[config.mk]
export PLATFORM = sky130hd
export DESIGN_NAME = touchpad_gesture_recognizer_top
export DESIGN_NICKNAME = d
export VERILOG_FILES = /design/src/tgr_pkg.sv /design/src/touchpad_gesture_recognizer_top.sv /design/src/tgr_ctrl.sv /design/src/tgr_datapath.sv
export SDC_FILE = /design/constraint.sdc
export NUM_CORES = 1
export LEC_CHECK = 0
export BUFFER_PORTS_ARGS = -buffer_cell sky130_fd_sc_hd__buf_2
export CAP_MARGIN = 30
export CORE_MARGIN = 1
export CORE_UTILIZATION = 35
export CTS_CLUSTER_SIZE = 16
export DETAILED_ROUTE_END_ITERATION = 10
export PLACE_DENSITY_LB_ADDON = 0.1
export RECOVER_POWER = 25
export SETUP_SLACK_MARGIN = 0.2
export SLEW_MARGIN = 15
export SYNTH_ARGS = -nofsm -noshare
export SYNTH_HDL_FRONTEND = slang
export SYNTH_SLANG_ARGS = --single-unit
[constraint.sdc]
create_clock -name clk -period 8.35 [get_ports clk]
set_clock_uncertainty 0.05 [all_clocks]
set_input_delay 0.835 -clock clk [delete_from_list [all_inputs] [get_ports clk]]
set_output_delay 0.835 -clock clk [all_outputs]
set_load 0.03 [all_outputs]
[src/tgr_pkg.sv]
package tgr_pkg;

  localparam int CFG_IDX_W  = 3;
  localparam int CFG_DATA_W = 16;
  localparam int MS_CFG_W   = 16;
  localparam int SWIPE_W    = 12;
  localparam int SCALE_W    = 12;
  localparam int ELAPSED_W  = 10;
  localparam int EVENT_W    = 4;
  localparam int MOVE_W     = 16;
  localparam int FRAC_W     = 14;
  localparam int NSLOTS     = 7;
  localparam int SLOT_W     = 3;

  localparam logic [CFG_IDX_W-1:0] REG_HOLD_MS      = 3'd0;
  localparam logic [CFG_IDX_W-1:0] REG_TAP_MAX_MS   = 3'd1;
  localparam logic [CFG_IDX_W-1:0] REG_DOUBLE_TAP   = 3'd2;
  localparam logic [CFG_IDX_W-1:0] REG_SWIPE_MAX_MS = 3'd3;
  localparam logic [CFG_IDX_W-1:0] REG_HORIZ_MIN    = 3'd4;
  localparam logic [CFG_IDX_W-1:0] REG_VERT_MIN     = 3'd5;
  localparam logic [CFG_IDX_W-1:0] REG_PAD_SCALE    = 3'd6;
  localparam logic [CFG_IDX_W-1:0] REG_MOVE_EN      = 3'd7;

  localparam logic [MS_CFG_W-1:0] HOLD_MS_RST      = 16'd250;
  localparam logic [MS_CFG_W-1:0] TAP_MAX_MS_RST   = 16'd250;
  localparam logic [MS_CFG_W-1:0] DOUBLE_TAP_RST   = 16'd750;
  localparam logic [MS_CFG_W-1:0] SWIPE_MAX_MS_RST = 16'd1500;
  localparam logic [SWIPE_W-1:0]  HORIZ_MIN_RST    = 12'd80;
  localparam logic [SWIPE_W-1:0]  VERT_MIN_RST     = 12'd80;
  localparam logic [SCALE_W-1:0]  PAD_SCALE_RST    = 12'd100;

  localparam logic [EVENT_W-1:0] EV_DOWN       = 4'd0;
  localparam logic [EVENT_W-1:0] EV_HOLD       = 4'd1;
  localparam logic [EVENT_W-1:0] EV_MOVE       = 4'd2;
  localparam logic [EVENT_W-1:0] EV_TAP        = 4'd3;
  localparam logic [EVENT_W-1:0] EV_DOUBLE     = 4'd4;
  localparam logic [EVENT_W-1:0] EV_BACK       = 4'd5;
  localparam logic [EVENT_W-1:0] EV_FORWARD    = 4'd6;
  localparam logic [EVENT_W-1:0] EV_SWIPE_UP   = 4'd7;
  localparam logic [EVENT_W-1:0] EV_SWIPE_DOWN = 4'd8;
  localparam logic [EVENT_W-1:0] EV_UP         = 4'd9;

  localparam logic [SLOT_W-1:0] SLOT_DOWN   = 3'd0;
  localparam logic [SLOT_W-1:0] SLOT_HOLD   = 3'd1;
  localparam logic [SLOT_W-1:0] SLOT_MOVE   = 3'd2;
  localparam logic [SLOT_W-1:0] SLOT_TAP    = 3'd3;
  localparam logic [SLOT_W-1:0] SLOT_DOUBLE = 3'd4;
  localparam logic [SLOT_W-1:0] SLOT_SWIPE  = 3'd5;
  localparam logic [SLOT_W-1:0] SLOT_UP     = 3'd6;

  localparam logic [MOVE_W-1:0] Q_ONE = 16'd16384;

  typedef enum logic [1:0] {
    ST_IDLE,
    ST_EVAL,
    ST_DIVIDE,
    ST_EMIT
  } ctrl_state_t;

  typedef struct packed {
    logic load;
    logic eval;
    logic div_step;
    logic emit;
  } ctrl_cmd_t;

  typedef struct packed {
    logic move_req;
    logic any_event;
    logic div_done;
    logic out_free;
    logic final_word;
  } dp_status_t;

endpackage

[src/touchpad_gesture_recognizer_top.sv]
// Touchpad gesture recogniser. Each input word is one touchpad sample; it
// produces up to five result words in order (down, hold, move, tap, double
// tap, swipe, up), the last one flagged by last_event. A sample is accepted
// in ST_IDLE and evaluated in ST_EVAL, then its result words are loaded one
// by one into the output register whenever that register is free. With
// movement_enable set, a bit-serial divider scales both axes in parallel
// before the result words of any sample with the finger on the pad now or
// before. in_stall stays high until the final word is in the output
// register. Configuration writes are applied at once and must only be made
// while the block is idle.
module touchpad_gesture_recognizer_top #(
  parameter int COORD_BITS = 12,
  parameter int TIME_BITS  = 16
) (
  input  logic                                clk,
  input  logic                                rst,
  input  logic                                cfg_wr,
  input  logic [tgr_pkg::CFG_IDX_W-1:0]       cfg_index,
  input  logic [tgr_pkg::CFG_DATA_W-1:0]      cfg_data,
  input  logic                                in_valid,
  output logic                                in_stall,
  input  logic                                touching,
  input  logic [COORD_BITS-1:0]               pos_x,
  input  logic [COORD_BITS-1:0]               pos_y,
  input  logic [tgr_pkg::ELAPSED_W-1:0]       elapsed_ms,
  output logic                                out_valid,
  input  logic                                out_stall,
  output logic [tgr_pkg::EVENT_W-1:0]         event_code,
  output logic signed [tgr_pkg::MOVE_W-1:0]   move_x,
  output logic signed [tgr_pkg::MOVE_W-1:0]   move_y,
  output logic                                last_event
);
  import tgr_pkg::*;

  ctrl_cmd_t  cmd;
  dp_status_t status;

  tgr_ctrl u_ctrl (
    .clk      (clk),
    .rst      (rst),
    .in_valid (in_valid),
    .in_stall (in_stall),
    .status   (status),
    .cmd      (cmd)
  );

  tgr_datapath #(
    .COORD_BITS (COORD_BITS),
    .TIME_BITS  (TIME_BITS)
  ) u_datapath (
    .clk        (clk),
    .rst        (rst),
    .cfg_wr     (cfg_wr),
    .cfg_index  (cfg_index),
    .cfg_data   (cfg_data),
    .touching   (touching),
    .pos_x      (pos_x),
    .pos_y      (pos_y),
    .elapsed_ms (elapsed_ms),
    .cmd        (cmd),
    .status     (status),
    .out_valid  (out_valid),
    .out_stall  (out_stall),
    .event_code (event_code),
    .move_x     (move_x),
    .move_y     (move_y),
    .last_event (last_event)
  );

endmodule

[src/tgr_ctrl.sv]
module tgr_ctrl (
  input  logic                  clk,
  input  logic                  rst,
  input  logic                  in_valid,
  output logic                  in_stall,
  input  tgr_pkg::dp_status_t   status,
  output tgr_pkg::ctrl_cmd_t    cmd
);
  import tgr_pkg::*;

  ctrl_state_t state;
  ctrl_state_t state_next;

  always_ff @(posedge clk) begin
    if (rst) begin
      state <= ST_IDLE;
    end else begin
      state <= state_next;
    end
  end

  always_comb begin
    state_next = state;
    unique case (state)
      ST_IDLE: begin
        if (in_valid) state_next = ST_EVAL;
      end
      ST_EVAL: begin
        if (status.move_req)       state_next = ST_DIVIDE;
        else if (status.any_event) state_next = ST_EMIT;
        else                       state_next = ST_IDLE;
      end
      ST_DIVIDE: begin
        if (status.div_done) state_next = ST_EMIT;
      end
      ST_EMIT: begin
        if (status.out_free && status.final_word) state_next = ST_IDLE;
      end
      default: state_next = ST_IDLE;
    endcase
  end

  always_comb begin
    cmd          = '0;
    in_stall     = 1'b1;
    unique case (state)
      ST_IDLE: begin
        in_stall = 1'b0;
        cmd.load = in_valid;
      end
      ST_EVAL:   cmd.eval = 1'b1;
      ST_DIVIDE: cmd.div_step = 1'b1;
      ST_EMIT:   cmd.emit = status.out_free;
      default: ;
    endcase
  end

  assert property (@(posedge clk) disable iff (rst)
    (state == ST_DIVIDE) |-> $past(state == ST_EVAL) || $past(state == ST_DIVIDE))
    else $error("divide entered from wrong state");

  assert property (@(posedge clk) disable iff (rst)
    cmd.load |=> (state == ST_EVAL))
    else $error("accepted word not evaluated");

  assert property (@(posedge clk) disable iff (rst)
    (state == ST_EMIT) && status.out_free && status.final_word |=> in_stall == 1'b0)
    else $error("input not released after final word");

endmodule

[src/tgr_datapath.sv]
module tgr_datapath #(
  parameter int COORD_BITS = 12,
  parameter int TIME_BITS  = 16
) (
  input  logic                                clk,
  input  logic                                rst,
  input  logic                                cfg_wr,
  input  logic [tgr_pkg::CFG_IDX_W-1:0]       cfg_index,
  input  logic [tgr_pkg::CFG_DATA_W-1:0]      cfg_data,
  input  logic                                touching,
  input  logic [COORD_BITS-1:0]               pos_x,
  input  logic [COORD_BITS-1:0]               pos_y,
  input  logic [tgr_pkg::ELAPSED_W-1:0]       elapsed_ms,
  input  tgr_pkg::ctrl_cmd_t                  cmd,
  output tgr_pkg::dp_status_t                 status,
  output logic                                out_valid,
  input  logic                                out_stall,
  output logic [tgr_pkg::EVENT_W-1:0]         event_code,
  output logic signed [tgr_pkg::MOVE_W-1:0]   move_x,
  output logic signed [tgr_pkg::MOVE_W-1:0]   move_y,
  output logic                                last_event
);
  import tgr_pkg::*;

  localparam int CMP_W = (TIME_BITS > MS_CFG_W) ? TIME_BITS : MS_CFG_W;
  localparam int MAG_W = (COORD_BITS > SWIPE_W) ? COORD_BITS : SWIPE_W;
  localparam int D_W   = SCALE_W + 1;
  localparam int N_W   = COORD_BITS + FRAC_W + 1;
  localparam int CNT_W = $clog2(N_W);

  // configuration
  logic [MS_CFG_W-1:0] hold_ms, tap_max_ms, double_tap_ms, swipe_max_ms;
  logic [SWIPE_W-1:0]  horiz_swipe_min, vert_swipe_min;
  logic [SCALE_W-1:0]  pad_scale;
  logic                movement_enable;

  always_ff @(posedge clk) begin
    if (rst) begin
      hold_ms         <= HOLD_MS_RST;
      tap_max_ms      <= TAP_MAX_MS_RST;
      double_tap_ms   <= DOUBLE_TAP_RST;
      swipe_max_ms    <= SWIPE_MAX_MS_RST;
      horiz_swipe_min <= HORIZ_MIN_RST;
      vert_swipe_min  <= VERT_MIN_RST;
      pad_scale       <= PAD_SCALE_RST;
      movement_enable <= 1'b0;
    end else if (cfg_wr) begin
      unique case (cfg_index)
        REG_HOLD_MS:      hold_ms         <= cfg_data;
        REG_TAP_MAX_MS:   tap_max_ms      <= cfg_data;
        REG_DOUBLE_TAP:   double_tap_ms   <= cfg_data;
        REG_SWIPE_MAX_MS: swipe_max_ms    <= cfg_data;
        REG_HORIZ_MIN:    horiz_swipe_min <= cfg_data[SWIPE_W-1:0];
        REG_VERT_MIN:     vert_swipe_min  <= cfg_data[SWIPE_W-1:0];
        REG_PAD_SCALE:    pad_scale       <= cfg_data[SCALE_W-1:0];
        REG_MOVE_EN:      movement_enable <= cfg_data[0];
        default: ;
      endcase
    end
  end

  // sample
  logic                  s_touch;
  logic [COORD_BITS-1:0] s_x, s_y;
  logic [ELAPSED_W-1:0]  s_el;

  always_ff @(posedge clk) begin
    if (cmd.load) begin
      s_touch <= touching;
      s_x     <= pos_x;
      s_y     <= pos_y;
      s_el    <= elapsed_ms;
    end
  end

  // gesture state
  logic                  was_touching, stationary, hold_done, prior_tap_valid;
  logic [COORD_BITS-1:0] down_x, down_y;
  logic [TIME_BITS-1:0]  since_down_ms, since_tap_ms;

  logic                  idle_smp, down_ev, release_ev;
  logic [TIME_BITS:0]    sd_sum, st_sum;
  logic [TIME_BITS-1:0]  sd_add, st_add, sd_eff;
  logic [COORD_BITS-1:0] ref_x, ref_y;
  logic                  stat_eff, hold_fire, move_fire, tap_fire, dbl_fire;
  logic signed [COORD_BITS:0] dx, dy, ndx, ndy;
  logic [COORD_BITS-1:0] ax, ay;
  logic                  dx_pos, dy_pos, h_sw, v_sw, swipe_fire;
  logic [EVENT_W-1:0]    swipe_code;
  logic [NSLOTS-1:0]     ev_mask;
  logic [SCALE_W-1:0]    scale_eff;

  always_comb begin
    idle_smp   = !was_touching && !s_touch;
    down_ev    = !was_touching && s_touch;
    release_ev = was_touching && !s_touch;
    sd_sum = {1'b0, since_down_ms} + (TIME_BITS+1)'(s_el);
    st_sum = {1'b0, since_tap_ms} + (TIME_BITS+1)'(s_el);
    sd_add = sd_sum[TIME_BITS] ? '1 : sd_sum[TIME_BITS-1:0];
    st_add = st_sum[TIME_BITS] ? '1 : st_sum[TIME_BITS-1:0];
    sd_eff = down_ev ? '0 : sd_add;
    ref_x  = down_ev ? s_x : down_x;
    ref_y  = down_ev ? s_y : down_y;
    stat_eff  = (down_ev || stationary) && (s_x == ref_x) && (s_y == ref_y);
    hold_fire = !idle_smp && stat_eff && (down_ev || !hold_done) &&
                (CMP_W'(sd_eff) > CMP_W'(hold_ms));
    move_fire = movement_enable && !idle_smp;
    tap_fire  = release_ev && stat_eff && (CMP_W'(sd_eff) < CMP_W'(tap_max_ms));
    dbl_fire  = tap_fire && prior_tap_valid &&
                (CMP_W'(st_add) < CMP_W'(double_tap_ms));
    dx  = $signed({1'b0, ref_x}) - $signed({1'b0, s_x});
    dy  = $signed({1'b0, ref_y}) - $signed({1'b0, s_y});
    ndx = -dx;
    ndy = -dy;
    ax  = dx[COORD_BITS] ? ndx[COORD_BITS-1:0] : dx[COORD_BITS-1:0];
    ay  = dy[COORD_BITS] ? ndy[COORD_BITS-1:0] : dy[COORD_BITS-1:0];
    dx_pos = !dx[COORD_BITS] && (dx != '0);
    dy_pos = !dy[COORD_BITS] && (dy != '0);
    h_sw = (MAG_W'(ax) > MAG_W'(horiz_swipe_min)) && (ax > ay);
    v_sw = (MAG_W'(ay) > MAG_W'(vert_swipe_min)) && (ay > ax);
    swipe_fire = release_ev && !tap_fire && !stat_eff &&
                 (CMP_W'(sd_eff) < CMP_W'(swipe_max_ms)) && (h_sw || v_sw);
    if (h_sw) swipe_code = dx_pos ? EV_BACK : EV_FORWARD;
    else      swipe_code = dy_pos ? EV_SWIPE_UP : EV_SWIPE_DOWN;
    ev_mask = '0;
    ev_mask[SLOT_DOWN]   = down_ev;
    ev_mask[SLOT_HOLD]   = hold_fire;
    ev_mask[SLOT_MOVE]   = move_fire;
    ev_mask[SLOT_TAP]    = tap_fire;
    ev_mask[SLOT_DOUBLE] = dbl_fire;
    ev_mask[SLOT_SWIPE]  = swipe_fire;
    ev_mask[SLOT_UP]     = release_ev;
    scale_eff = (pad_scale == '0) ? SCALE_W'(1) : pad_scale;
  end

  always_ff @(posedge clk) begin
    if (rst) begin
      was_touching    <= 1'b0;
      down_x          <= '0;
      down_y          <= '0;
      stationary      <= 1'b0;
      hold_done       <= 1'b0;
      prior_tap_valid <= 1'b0;
      since_down_ms   <= '1;
      since_tap_ms    <= '1;
    end else if (cmd.eval) begin
      was_touching  <= s_touch;
      since_down_ms <= sd_eff;
      since_tap_ms  <= (tap_fire && !dbl_fire) ? '0 : st_add;
      if (!idle_smp) begin
        down_x     <= ref_x;
        down_y     <= ref_y;
        stationary <= stat_eff;
        hold_done  <= (hold_done && !down_ev) || hold_fire;
      end
      if (release_ev) prior_tap_valid <= tap_fire && !dbl_fire;
    end
  end

  // bit-serial restoring divider, one lane per axis
  logic [N_W-1:0]   quo [2];
  logic [D_W-1:0]   rem [2];
  logic [D_W-1:0]   dvsr;
  logic [CNT_W-1:0] cnt;
  logic             neg [2];
  logic [D_W:0]     rsh [2];
  logic [D_W:0]     rdif [2];
  logic             qbit [2];
  logic [MOVE_W-1:0] sat [2];
  logic [MOVE_W-1:0] mv [2];

  always_comb begin
    for (int i = 0; i < 2; i++) begin
      rsh[i]  = {rem[i], quo[i][N_W-1]};
      rdif[i] = rsh[i] - {1'b0, dvsr};
      qbit[i] = rsh[i] >= {1'b0, dvsr};
      sat[i]  = (quo[i] > N_W'(Q_ONE)) ? Q_ONE : quo[i][MOVE_W-1:0];
      mv[i]   = neg[i] ? -sat[i] : sat[i];
    end
  end

  always_ff @(posedge clk) begin
    if (cmd.eval) begin
      dvsr   <= {scale_eff, 1'b0};
      quo[0] <= N_W'({ax, {FRAC_W{1'b0}}}) + N_W'(scale_eff);
      quo[1] <= N_W'({ay, {FRAC_W{1'b0}}}) + N_W'(scale_eff);
      rem[0] <= '0;
      rem[1] <= '0;
      neg[0] <= dx[COORD_BITS];
      neg[1] <= dy[COORD_BITS];
      cnt    <= '0;
    end else if (cmd.div_step) begin
      for (int i = 0; i < 2; i++) begin
        rem[i] <= qbit[i] ? rdif[i][D_W-1:0] : rsh[i][D_W-1:0];
        quo[i] <= {quo[i][N_W-2:0], qbit[i]};
      end
      cnt <= cnt + CNT_W'(1);
    end
  end

  // result words
  logic [NSLOTS-1:0] pend, pend_rest;
  logic [EVENT_W-1:0] swipe_reg;
  logic [SLOT_W-1:0]  sel;
  logic [EVENT_W-1:0] sel_code;

  always_comb begin
    sel = SLOT_UP;
    for (int i = NSLOTS - 1; i >= 0; i--) begin
      if (pend[i]) sel = SLOT_W'(i);
    end
    pend_rest      = pend;
    pend_rest[sel] = 1'b0;
    unique case (sel)
      SLOT_DOWN:   sel_code = EV_DOWN;
      SLOT_HOLD:   sel_code = EV_HOLD;
      SLOT_MOVE:   sel_code = EV_MOVE;
      SLOT_TAP:    sel_code = EV_TAP;
      SLOT_DOUBLE: sel_code = EV_DOUBLE;
      SLOT_SWIPE:  sel_code = swipe_reg;
      default:     sel_code = EV_UP;
    endcase
  end

  always_ff @(posedge clk) begin
    if (rst) begin
      pend      <= '0;
      out_valid <= 1'b0;
    end else begin
      if (cmd.eval) begin
        pend <= ev_mask;
      end else if (cmd.emit) begin
        pend <= pend_rest;
      end
      if (cmd.emit) begin
        out_valid <= 1'b1;
      end else if (!out_stall) begin
        out_valid <= 1'b0;
      end
    end
  end

  always_ff @(posedge clk) begin
    if (cmd.eval) swipe_reg <= swipe_code;
    if (cmd.emit) begin
      event_code <= sel_code;
      move_x     <= (sel == SLOT_MOVE) ? mv[0] : '0;
      move_y     <= (sel == SLOT_MOVE) ? mv[1] : '0;
      last_event <= (pend_rest == '0);
    end
  end

  assign status.move_req   = move_fire;
  assign status.any_event  = |ev_mask;
  assign status.div_done   = (cnt == CNT_W'(N_W - 1));
  assign status.out_free   = !out_valid || !out_stall;
  assign status.final_word = (pend_rest == '0);

  assert property (@(posedge clk) disable iff (rst)
    cmd.emit |-> (pend != '0))
    else $error("word loaded with nothing pending");

  assert property (@(posedge clk) disable iff (rst)
    cmd.emit && status.final_word |=> (pend == '0) && last_event)
    else $error("final word not flagged");

  assert property (@(posedge clk) disable iff (rst)
    out_valid && (event_code != EV_MOVE) |-> (move_x == '0) && (move_y == '0))
    else $error("movement on a non-movement word");

  assert property (@(posedge clk) disable iff (rst)
    out_valid && (event_code == EV_MOVE) |->
      (move_x <= $signed(Q_ONE)) && (move_x >= -$signed(Q_ONE)) &&
      (move_y <= $signed(Q_ONE)) && (move_y >= -$signed(Q_ONE)))
    else $error("movement out of range");

endmodule
==> impl_metrics.yaml, run 1 <==
outcome:
  status: "finished, violations left"
  violations: "capacitance limit, slew limit"
grt:
  antenna_found_initial: 4
  grt_pass1_wl_um: 89300
  gr-total-overflow: 0
  grt_pass1_vias: 15900
  grt_max_degree: 83
  track_usage: 0.190
detailed_routing:
  post-route-drc-count: 0
  first_pass_iters: 5
  routed_wl_um: 56800
  via_per_inst: 5.19
  first_iter_violations: 1006
  ant_nets: 0
  dr_total_vias: 16400
  wl_per_cell_um: 18.0
layout:
  largest_register_ffs: 54
  fin_util: 0.402
  top_regs: "u_datapath.quo (54), u_datapath.rem (26)"
  drive_gt1_frac: 0.0952
  fillCellCount: 5791
  largest_register: "u_datapath.quo"
  finalNonFillerCells: 3163
  finalNetCount: 2598
  syn_to_final_growth_pct: 13.4
placement:
  io_buffers: 97
  gp_congestion: 0.863
  post-place-ws_ns: 2.30
  dp_cells: 3077
  hpwl_um: 41800
flow_run:
  cap_violations: 4
clock_network:
  postCtsHoldBufs: 0
  cts_tree: "done"
  cts_root_buffer: "clkbuf_16"
  numCtsBuffers: 44
  post_cts_resized: 0
  h-tree-depth: 2
  clkTransAtPathRegs_ns: 0.06
  post-cts-setup-buffer-count: 0
  cts_buffer_depth: 3
  cts_sinks: 346
  clk_latency_ns: 0.58
logic_synthesis:
  synth.distinct_cells: 79
  synth_area_leaders: "edfxtp_1, dfxtp_1, ha_1"
  synth_nets: 2533
  synth_commonest_cells: "nand2_1, nor2_1, inv_1"
  synth_area_sq_um: 20400
  yosysWarnings: 0
  synth_ff_type: "dfxtp_1"
  synth-seq-area-share: 0.422
  synth_cells: 2295
  synth.most_common_cell: "nand2_1"
  synth_top_cell_by_area: "edfxtp_1"
  synth_edf_count: 170
  synth_top_area_frac: 0.250
  syn_avg_cell_area_sq_um: 8.91
  ys_seq_elements: 346
  postSynth.asyncResetShare: 0
setup_path:
  cp.required_ns: 8.62
  r2r_slack_ns: 2.21
  slowest_stage: "a211oi_1"
  critPathMaxFanout: 45
  endpoint_kind: "flop"
  slowest_delay_ns: 0.66
  cp.arrival_ns: 6.41
  critPathTopFamily: "compound AO/OA/AOI/OAI gates"
  critPathKind: "reg -> reg"
  crit_path_cell_trace: "nand2b_1 -> buf_4 -> o21ai_0 -> ha_1 -> and3b_1 -> nor4_1 -> o221ai_1 -> a211oi_1 -> nand2_1 -> nand2_1 -> xor2_1 -> inv_1 -> ha_1 -> nand3_1 -> a21oi_1 -> a211oi_1 -> o21bai_1 -> maj3_2 -> maj3_2 -> maj3_2 -> o31a_1"
  path_buf_inv: 2
  critPathCapture: "u_datapath.swipe_reg[1]"
  r2r-end: "u_datapath.swipe_reg[1]"
  reg2regPathDepth: 21
  cp_common_cell: "maj3_2"
  cp-start-kind: "flop"
  crit_cells: 21
  rr_startpoint: "u_datapath.was_touching"
  startpoint: "u_datapath.was_touching"
pwr:
  power.total_uw: 6420
  internal_power_uw: 4160
  swShare: 0.351
  p_seq_frac: 0.336
  powerDensity_nw_per_um2: 277
  p_clk_frac: 0.305
  leakagePower_uw: 0.00967
  p_comb_frac: 0.359
  p_switching_uw: 2250
  ir_worst_vdd_uv: 140
floorplan:
  dieWidth_um: 244
  start_util: 0.354
  io_pins: 98
  rows: 88
  die-area_sq_um: 59400
  coreArea_sq_um: 57700
  die_h_um: 244
timing:
  fin_crit_ns: 6.14
  maxSlewViolCount: 241
  tns_ns: 0
  fmax_mhz: 163
  hold_viol_final: 0
  tightest_slew_ns: 3.84
  rsz0062_at_grt: "false"
  fin_ws_ns: 2.21
  fin_crit_sh: 0.736
  slew_headroom: -1.56
  finalSetupViolations: 0
min_path:
  min_path_type: "in -> reg"
  min_from: "elapsed_ms[1]"
layout by cell type (no fill, tap or decap), types with 38 or more instances in the layout:
cell type and n:
a21oi_1 173, nor3_1 52, buf_2 92, o21ai_0 89
ha_1 173, edfxtp_1 170, clkbuf_16 47, nand2_1 336
dfxtp_1 176, inv_1 190, a21o_1 53, xnor2_1 47
nor2_1 232, nand4_1 38
logic make-up after synthesis:
family	after synthesis	synth area share
adder cells (fa/ha/maj)	186	0.115
flip-flops	346	0.422
AO/OA/AOI/OAI	514	0.166
AND/OR/NAND/NOR	823	0.180
multiplexers	48	0.0248
buffers and inverters	293	0.0547
XOR/XNOR	85	0.0368
power groups by stage:
stage          clock network, uW  registers (uW)  logic [uW]
2_1_floorplan                  0            2140        1720
3_3_place_gp                   0            2190        2240
3_5_place_dp                   0            2190        2280
4_1_cts                     2030            2160        2300
5_1_grt                     2080            2180        2590
6_report                    1960            2160        2300
stage by stage:
step,hold slack [ns],area (sq um)
after floorplan,0.382,20400
after global placement,0.393,21700
after detailed placement,0.398,21700
after CTS,0.342,23200
after global routing,0.359,23200
final,0.378,23200
how the worst min path moves through the flow:
stage,endpoint,cells after the start
after floorplan,u_datapath.prior_tap_valid,2
after global placement,u_datapath.prior_tap_valid,2
after detailed placement,u_datapath.prior_tap_valid,2
after CTS,u_datapath.s_el[1],1
after global routing,u_datapath.s_el[3],1
final,u_datapath.s_el[1],1
per-layer routing:
metal,up-vias,GRT usage,routed length (um)
li1,8219,-,-
met1,7787,0.267,27700
met2,325,0.297,24900
met3,93,0.0318,2710
met4,4,0.0601,1460
met5,-,0,22
area by class of cell:
cell class	count	area (sq um)	share of cell area
clock inverter	15	180	0.00777
timing repair buffer	121	661	0.0285
clock buffer	67	1320	0.0567
multi-input combinational	1656	10700	0.462
antenna	2	5.00	0.000216
sequential	346	8630	0.372
tap	765	957	0.0413
inverter	191	717	0.0309
No activity file was read; power rests on OpenSTA's default activity.
==> run 2, diff against run 1 <==
ABC_AREA = 1   (was unset)
clock period = 5.02 ns   (was 8.35 ns; I/O delays follow)
==> run 2 against run 1 <==
Net effect:
- the run still ends with capacitance limit, slew limit left
- routed wire length increased by 3.2%
- final area increased by 2.6%
- hold slack got worse by 0.32 ns
- count of clock-buffer cells in the layout decreased by 8
==> impl_metrics.yaml, run 2 <==
clock_network:
  postCtsHoldBufs: 0
  h-tree-depth: 2
  cts_root_buffer: "clkbuf_16"
  cts_sinks: 346
  cts_buffer_depth: 3
  numCtsBuffers: 42
  clkTransAtPathRegs_ns: 0.06
  clk_latency_ns: 0.57
  cts_tree: "done"
grt:
  grt_pass1_vias: 16600
  gr-total-overflow: 0
  grt_pass1_wl_um: 92000
  track_usage: 0.193
  antenna_found_initial: 0
  grt_max_degree: 80
detailed_routing:
  ant_nets: 0
  post-route-drc-count: 0
  first_pass_iters: 5
  dr_total_vias: 17700
  wl_per_cell_um: 16.5
  first_iter_violations: 1006
  via_per_inst: 4.98
  routed_wl_um: 58600
placement:
  gp_congestion: 0.891
  io_buffers: 97
  dp_cells: 3464
  post_dp_cell_area_sq_um: 22200
  hpwl_um: 43900
floorplan:
  die-area_sq_um: 60700
  io_pins: 98
  dieWidth_um: 246
  die_h_um: 246
  start_util: 0.354
  rows: 89
  coreArea_sq_um: 59000
pwr:
  swShare: 0.391
  p_seq_frac: 0.327
  ir_worst_vdd_uv: 268
  p_comb_frac: 0.394
  powerDensity_nw_per_um2: 460
  p_switching_uw: 4280
  leakagePower_uw: 0.0106
  internal_power_uw: 6660
  p_clk_frac: 0.279
layout:
  syn_to_final_growth_pct: 13.8
  finalNetCount: 2986
  top_regs: "u_datapath.quo (54), u_datapath.rem (26)"
  design_area_sq_um: 23800
  finalNonFillerCells: 3555
  drive_gt1_frac: 0.0974
  largest_register_ffs: 54
  largest_register: "u_datapath.quo"
  final_common_cell: "nand2_1"
  diodes: 0
  final_cell_mix: "nand2_1, inv_1, a21oi_1"
setup_path:
  cp.arrival_ns: 4.78
  endpoint_kind: "flop"
  cp.required_ns: 5.26
  path_buf_inv: 7
  slowest_delay_ns: 0.50
  r2r_slack_ns: 0.48
  critPathMaxFanout: 12
  critPathTopFamily: "simple AND/OR/NAND/NOR gates"
  slowest_stage: "o21ai_0"
  critPathKind: "reg -> reg"
  cp-start-kind: "flop"
logic_synthesis:
  synth_edf_count: 170
  synth_area_leaders: "edfxtp_1, dfxtp_1, ha_1"
  synth_area_sq_um: 20900
  yosys.area_share.simple: 0.201
  synth_xor_area_frac: 0.0218
  synth_top_area_frac: 0.244
  synth.most_common_cell: "nand2_1"
  synth_top_family_by_area: "simple AND/OR/NAND/NOR gates"
  postSynth.asyncResetShare: 0
  synthMuxAreaShare: 0.000957
  synth-compound-area-share: 0.165
  synth.distinct_cells: 54
  yosysWarnings: 0
  syn_avg_cell_area_sq_um: 7.86
  synth-seq-area-share: 0.413
  synth_ff_type: "dfxtp_1"
  synth_cells: 2659
  ys_seq_elements: 346
  yosys.area_share.adder: 0.109
  synth_commonest_cells: "nand2_1, inv_1, o21ai_0"
  synth_nets: 2897
  synth_top_cell_by_area: "edfxtp_1"
timing:
  tns_ns: 0
  whs_ns: 0.0561
  finalSetupViolations: 0
  slew_headroom: -1.07
  hold_viol_final: 0
  tightest_slew_ns: 3.10
  maxSlewViolCount: 185
  fmax_mhz: 220
  fin_crit_sh: 0.904
  fin_crit_ns: 4.54
  rsz0062_at_grt: "true"
outcome:
  status: "finished, violations left"
  violations: "capacitance limit, slew limit"
flow_run:
  cap_violations: 4
min_path:
  min_path_type: "in -> reg"
==> run 2: cell count changes after synthesis, sizes merged, moves of 35 or more <==
| cell | delta |
|---|---|
| inv | +202 |
| nand3 | +113 |
| a21o | -53 |
| xnor2 | -35 |
| a21oi | +83 |
| nand2 | +150 |
| o21ai | +164 |
==> run 2: final timing paths <==
| path | from | endpoint | cells after the start |
|---|---|---|---|
| max | u_datapath.s_touch | u_datapath.swipe_reg[0] | 26 |
| max reg2reg | u_datapath.s_touch | u_datapath.swipe_reg[0] | 26 |
| min | elapsed_ms[9] | u_datapath.s_el[9] | 1 |
| min reg2reg | u_datapath.down_x[6] | u_datapath.down_x[6] | 2 |
==> run 2: power groups by stage <==
stage | combinational, uW | sequential (uW) | clock, uW
final | 4310 | 3580 | 3060
after global routing | 4900 | 3620 | 3250
after CTS | 4210 | 3580 | 3150
after detailed placement | 4180 | 3640 | 0
after global placement | 4120 | 3630 | 0
after floorplan | 3030 | 3560 | 0
==> run 2: metal layers <==
layer,global-route usage,vias to the layer above,routed length (um)
met5,0,-,0
met4,0.0423,0,1060
met3,0.0245,70,2300
met2,0.311,342,26400
met1,0.273,8174,28800
li1,-,9106,-
==> run 2: repair_timing <==
action                                  in CTS  in global routing
gates resized for setup                      3                 23
cloned                                       0                  1
endpoints found under the setup margin       3                 23
pin swaps                                    0                  5
setup buffers                                0                 11
==> run 2: layout make-up <==
cell class	count	area, sq um
multi-input cells	1822	10500
fillers	6070	35200
well taps	773	967
inverters	397	1490
clock inverters	19	141
clock buffers	59	1250
repair buffers	139	806
flip-flops and latches	346	8630
==> run 2: cells by family (layout without fill, tap and decap cells) <==
group                    count (synthesis)  in the layout
flip-flops                             346            346
buffers and inverters                  491            614
XOR/XNOR                                52             52
AND/OR/NAND/NOR                        965            965
adder cells (fa/ha/maj)                179            179
AO/OA/AOI/OAI                          624            624
multiplexers                             2              2
==> run 2: through the flow <==
step           setup slack, ns   util  total power (uW)
6_report                 0.484  0.403             10900
5_1_grt                  0.165  0.403             11800
4_1_cts                  0.223  0.401             10900
3_3_place_gp             0.271  0.377              7750
2_1_floorplan            0.671      -              6600
3_5_place_dp             0.157  0.377              7810
==> run 3, diff against run 2 <==
REMOVE_ABC_BUFFERS = 1   (was unset)
clock period = 5.5 ns   (was 5.02 ns; I/O delays follow)
==> run 3 against run 2 <==
Net effect:
- the flow still finishes with violations (capacitance limit, slew limit)
- critical path depth is 1 higher
- routed wire length up 0.26%
- final area fell by 0.74%
==> impl_metrics.yaml, run 3 (synthesis results as in run 2) <==
outcome:
  status: "finished, violations left"
  violations: "capacitance limit, slew limit"
placement:
  io_buffers: 97
  hpwl_um: 43300
  gp_congestion: 0.844
  post-place-ws_ns: 0.556
  dp_cells: 3454
grt:
  gr-total-overflow: 0
  track_usage: 0.194
  grt_pass1_wl_um: 92000
  grt_pass1_vias: 16700
  grt_max_degree: 76
  antenna_found_initial: 0
flow_run:
  cap_violations: 3
detailed_routing:
  routed_wl_um: 58800
  via_per_inst: 5.01
  first_pass_iters: 5
  dr_total_vias: 17700
  post-route-drc-count: 0
  wl_per_cell_um: 16.6
  first_iter_violations: 1093
  ant_nets: 0
layout:
  finalNonFillerCells: 3537
  largest_register: "u_datapath.quo"
  syn_to_final_growth_pct: 12.9
  drive_gt1_frac: 0.0955
  diodes: 0
  final_common_cell: "nand2_1"
  largest_register_ffs: 54
  final_cell_mix: "nand2_1, inv_1, o21ai_0"
  finalNetCount: 2967
  top_regs: "u_datapath.quo (54), u_datapath.rem (26)"
clock_network:
  cts_root_buffer: "clkbuf_16"
  clkTransAtPathRegs_ns: 0.06
  clk_latency_ns: 0.60
  numCtsBuffers: 44
  cts_buffer_depth: 3
  h-tree-depth: 2
  cts_tree: "done"
  cts_sinks: 346
setup_path:
  slowest_stage: "o21ai_0"
  reg2regPathDepth: 27
  slowest_delay_ns: 0.46
  critPathMaxFanout: 15
  critPathKind: "reg -> reg"
  cp_common_cell: "nand2_1"
  r2r_slack_ns: 0.57
  cp.arrival_ns: 5.32
  cp.required_ns: 5.90
  critPathTopFamily: "simple AND/OR/NAND/NOR gates"
  path_buf_inv: 5
  rr_startpoint: "u_datapath.s_touch"
  r2r-end: "u_datapath.pend[5]"
  endpoint_kind: "flop"
  cp-start-kind: "flop"
floorplan:
  start_util: 0.354
  coreArea_sq_um: 59000
  dieWidth_um: 246
  die_h_um: 246
  io_pins: 98
  die-area_sq_um: 60700
  rows: 89
min_path:
  holdPathStages: 1
  min_from: "elapsed_ms[7]"
  min_path_type: "in -> reg"
  min_to: "u_datapath.s_el[7]"
timing:
  maxSlewViolCount: 168
  fin_crit_sh: 0.896
  hold_viol_final: 0
  fin_crit_ns: 4.93
  fin_ws_ns: 0.575
  tightest_slew_ns: 2.98
  fmax_mhz: 203
  finalSetupViolations: 0
  rsz0062_at_grt: "true"
  slew_headroom: -0.990
pwr:
  leakagePower_uw: 0.0106
  powerDensity_nw_per_um2: 420
  ir_worst_vdd_uv: 250
-- run 3: cell types whose count changed in the layout (fill, tap and decap cells not counted), moves of 5 or more --
cell and delta:
xor2_2 -6, buf_4 -19, xor2_1 +6, o21ai_1 -5, clkbuf_1 -23, o21ai_0 +6, buf_2 +32, clkinv_2 -10
-- run 3: final cells by class --
type | instances | area [sq um]
Clock inverter | 7 | 87.6
Clock buffer | 74 | 1370
Sequential cell | 346 | 8630
Timing Repair Buffer | 118 | 649
Tap cell | 773 | 967
Inverter | 397 | 1500
Fill cell | 6108 | 35400
Multi-Input combinational cell | 1822 | 10400
-- run 3: worst max-delay path by stage --
stage                                   from                      end  depth (start not counted)
after global placement    u_datapath.s_touch  u_datapath.swipe_reg[0]                         25
after detailed placement  u_datapath.s_touch  u_datapath.swipe_reg[0]                         25
after global routing      u_datapath.s_touch       u_datapath.pend[5]                         27
final                     u_datapath.s_touch       u_datapath.pend[5]                         27
after CTS                 u_datapath.s_touch  u_datapath.swipe_reg[0]                         25
after floorplan           u_datapath.s_touch  u_datapath.swipe_reg[0]                         29
-- run 3: power by group --
part | switching [uW] | leakage, uW | internal [uW]
Clock | 1170 | 0.000711 | 1740
Combinational | 2480 | 0.00680 | 1250
Sequential | 183 | 0.00310 | 3090
Total | 3840 | 0.0106 | 6080
-- run 3: layer usage --
metal | wire [um] | track usage
met1 | 28600 | 0.266
met2 | 26500 | 0.315
met3 | 2350 | 0.0264
met4 | 1320 | 0.0548
met5 | 0 | 0
-- run 3: timing repair --
item / CTS / global route
hold buffers: 0 / 0
setup endpoints to repair: 0 / 3
setup buffers: 0 / 1
gates resized for setup: 0 / 2
-- run 3: through the flow --
stage | setup TNS [ns] | utilization | area [sq um] | total power (uW) | hold slack (ns)
after floorplan | -1.02 | - | 20500 | 5970 | 0.377
after global placement | 0 | 0.375 | 22100 | 7010 | 0.391
after detailed placement | 0 | 0.376 | 22200 | 7050 | 0.396
after CTS | 0 | 0.400 | 23600 | 10000 | 0.0342
after global routing | 0 | 0.400 | 23600 | 10700 | 0.0489
final | 0 | 0.400 | 23600 | 9920 | 0.0681
-- run 3: worst register-to-register path: cells and delay by family, from the launching register on --
kind | cells | cell delay (ns)
buffers and inverters | 5 | 0.69
AOI/OAI and AO/OA | 4 | 0.87
adders and majority gates | 3 | 0.94
muxes | 1 | 0.31
and+or+nand+nor | 14 | 1.55
DFF | 1 | 0.38
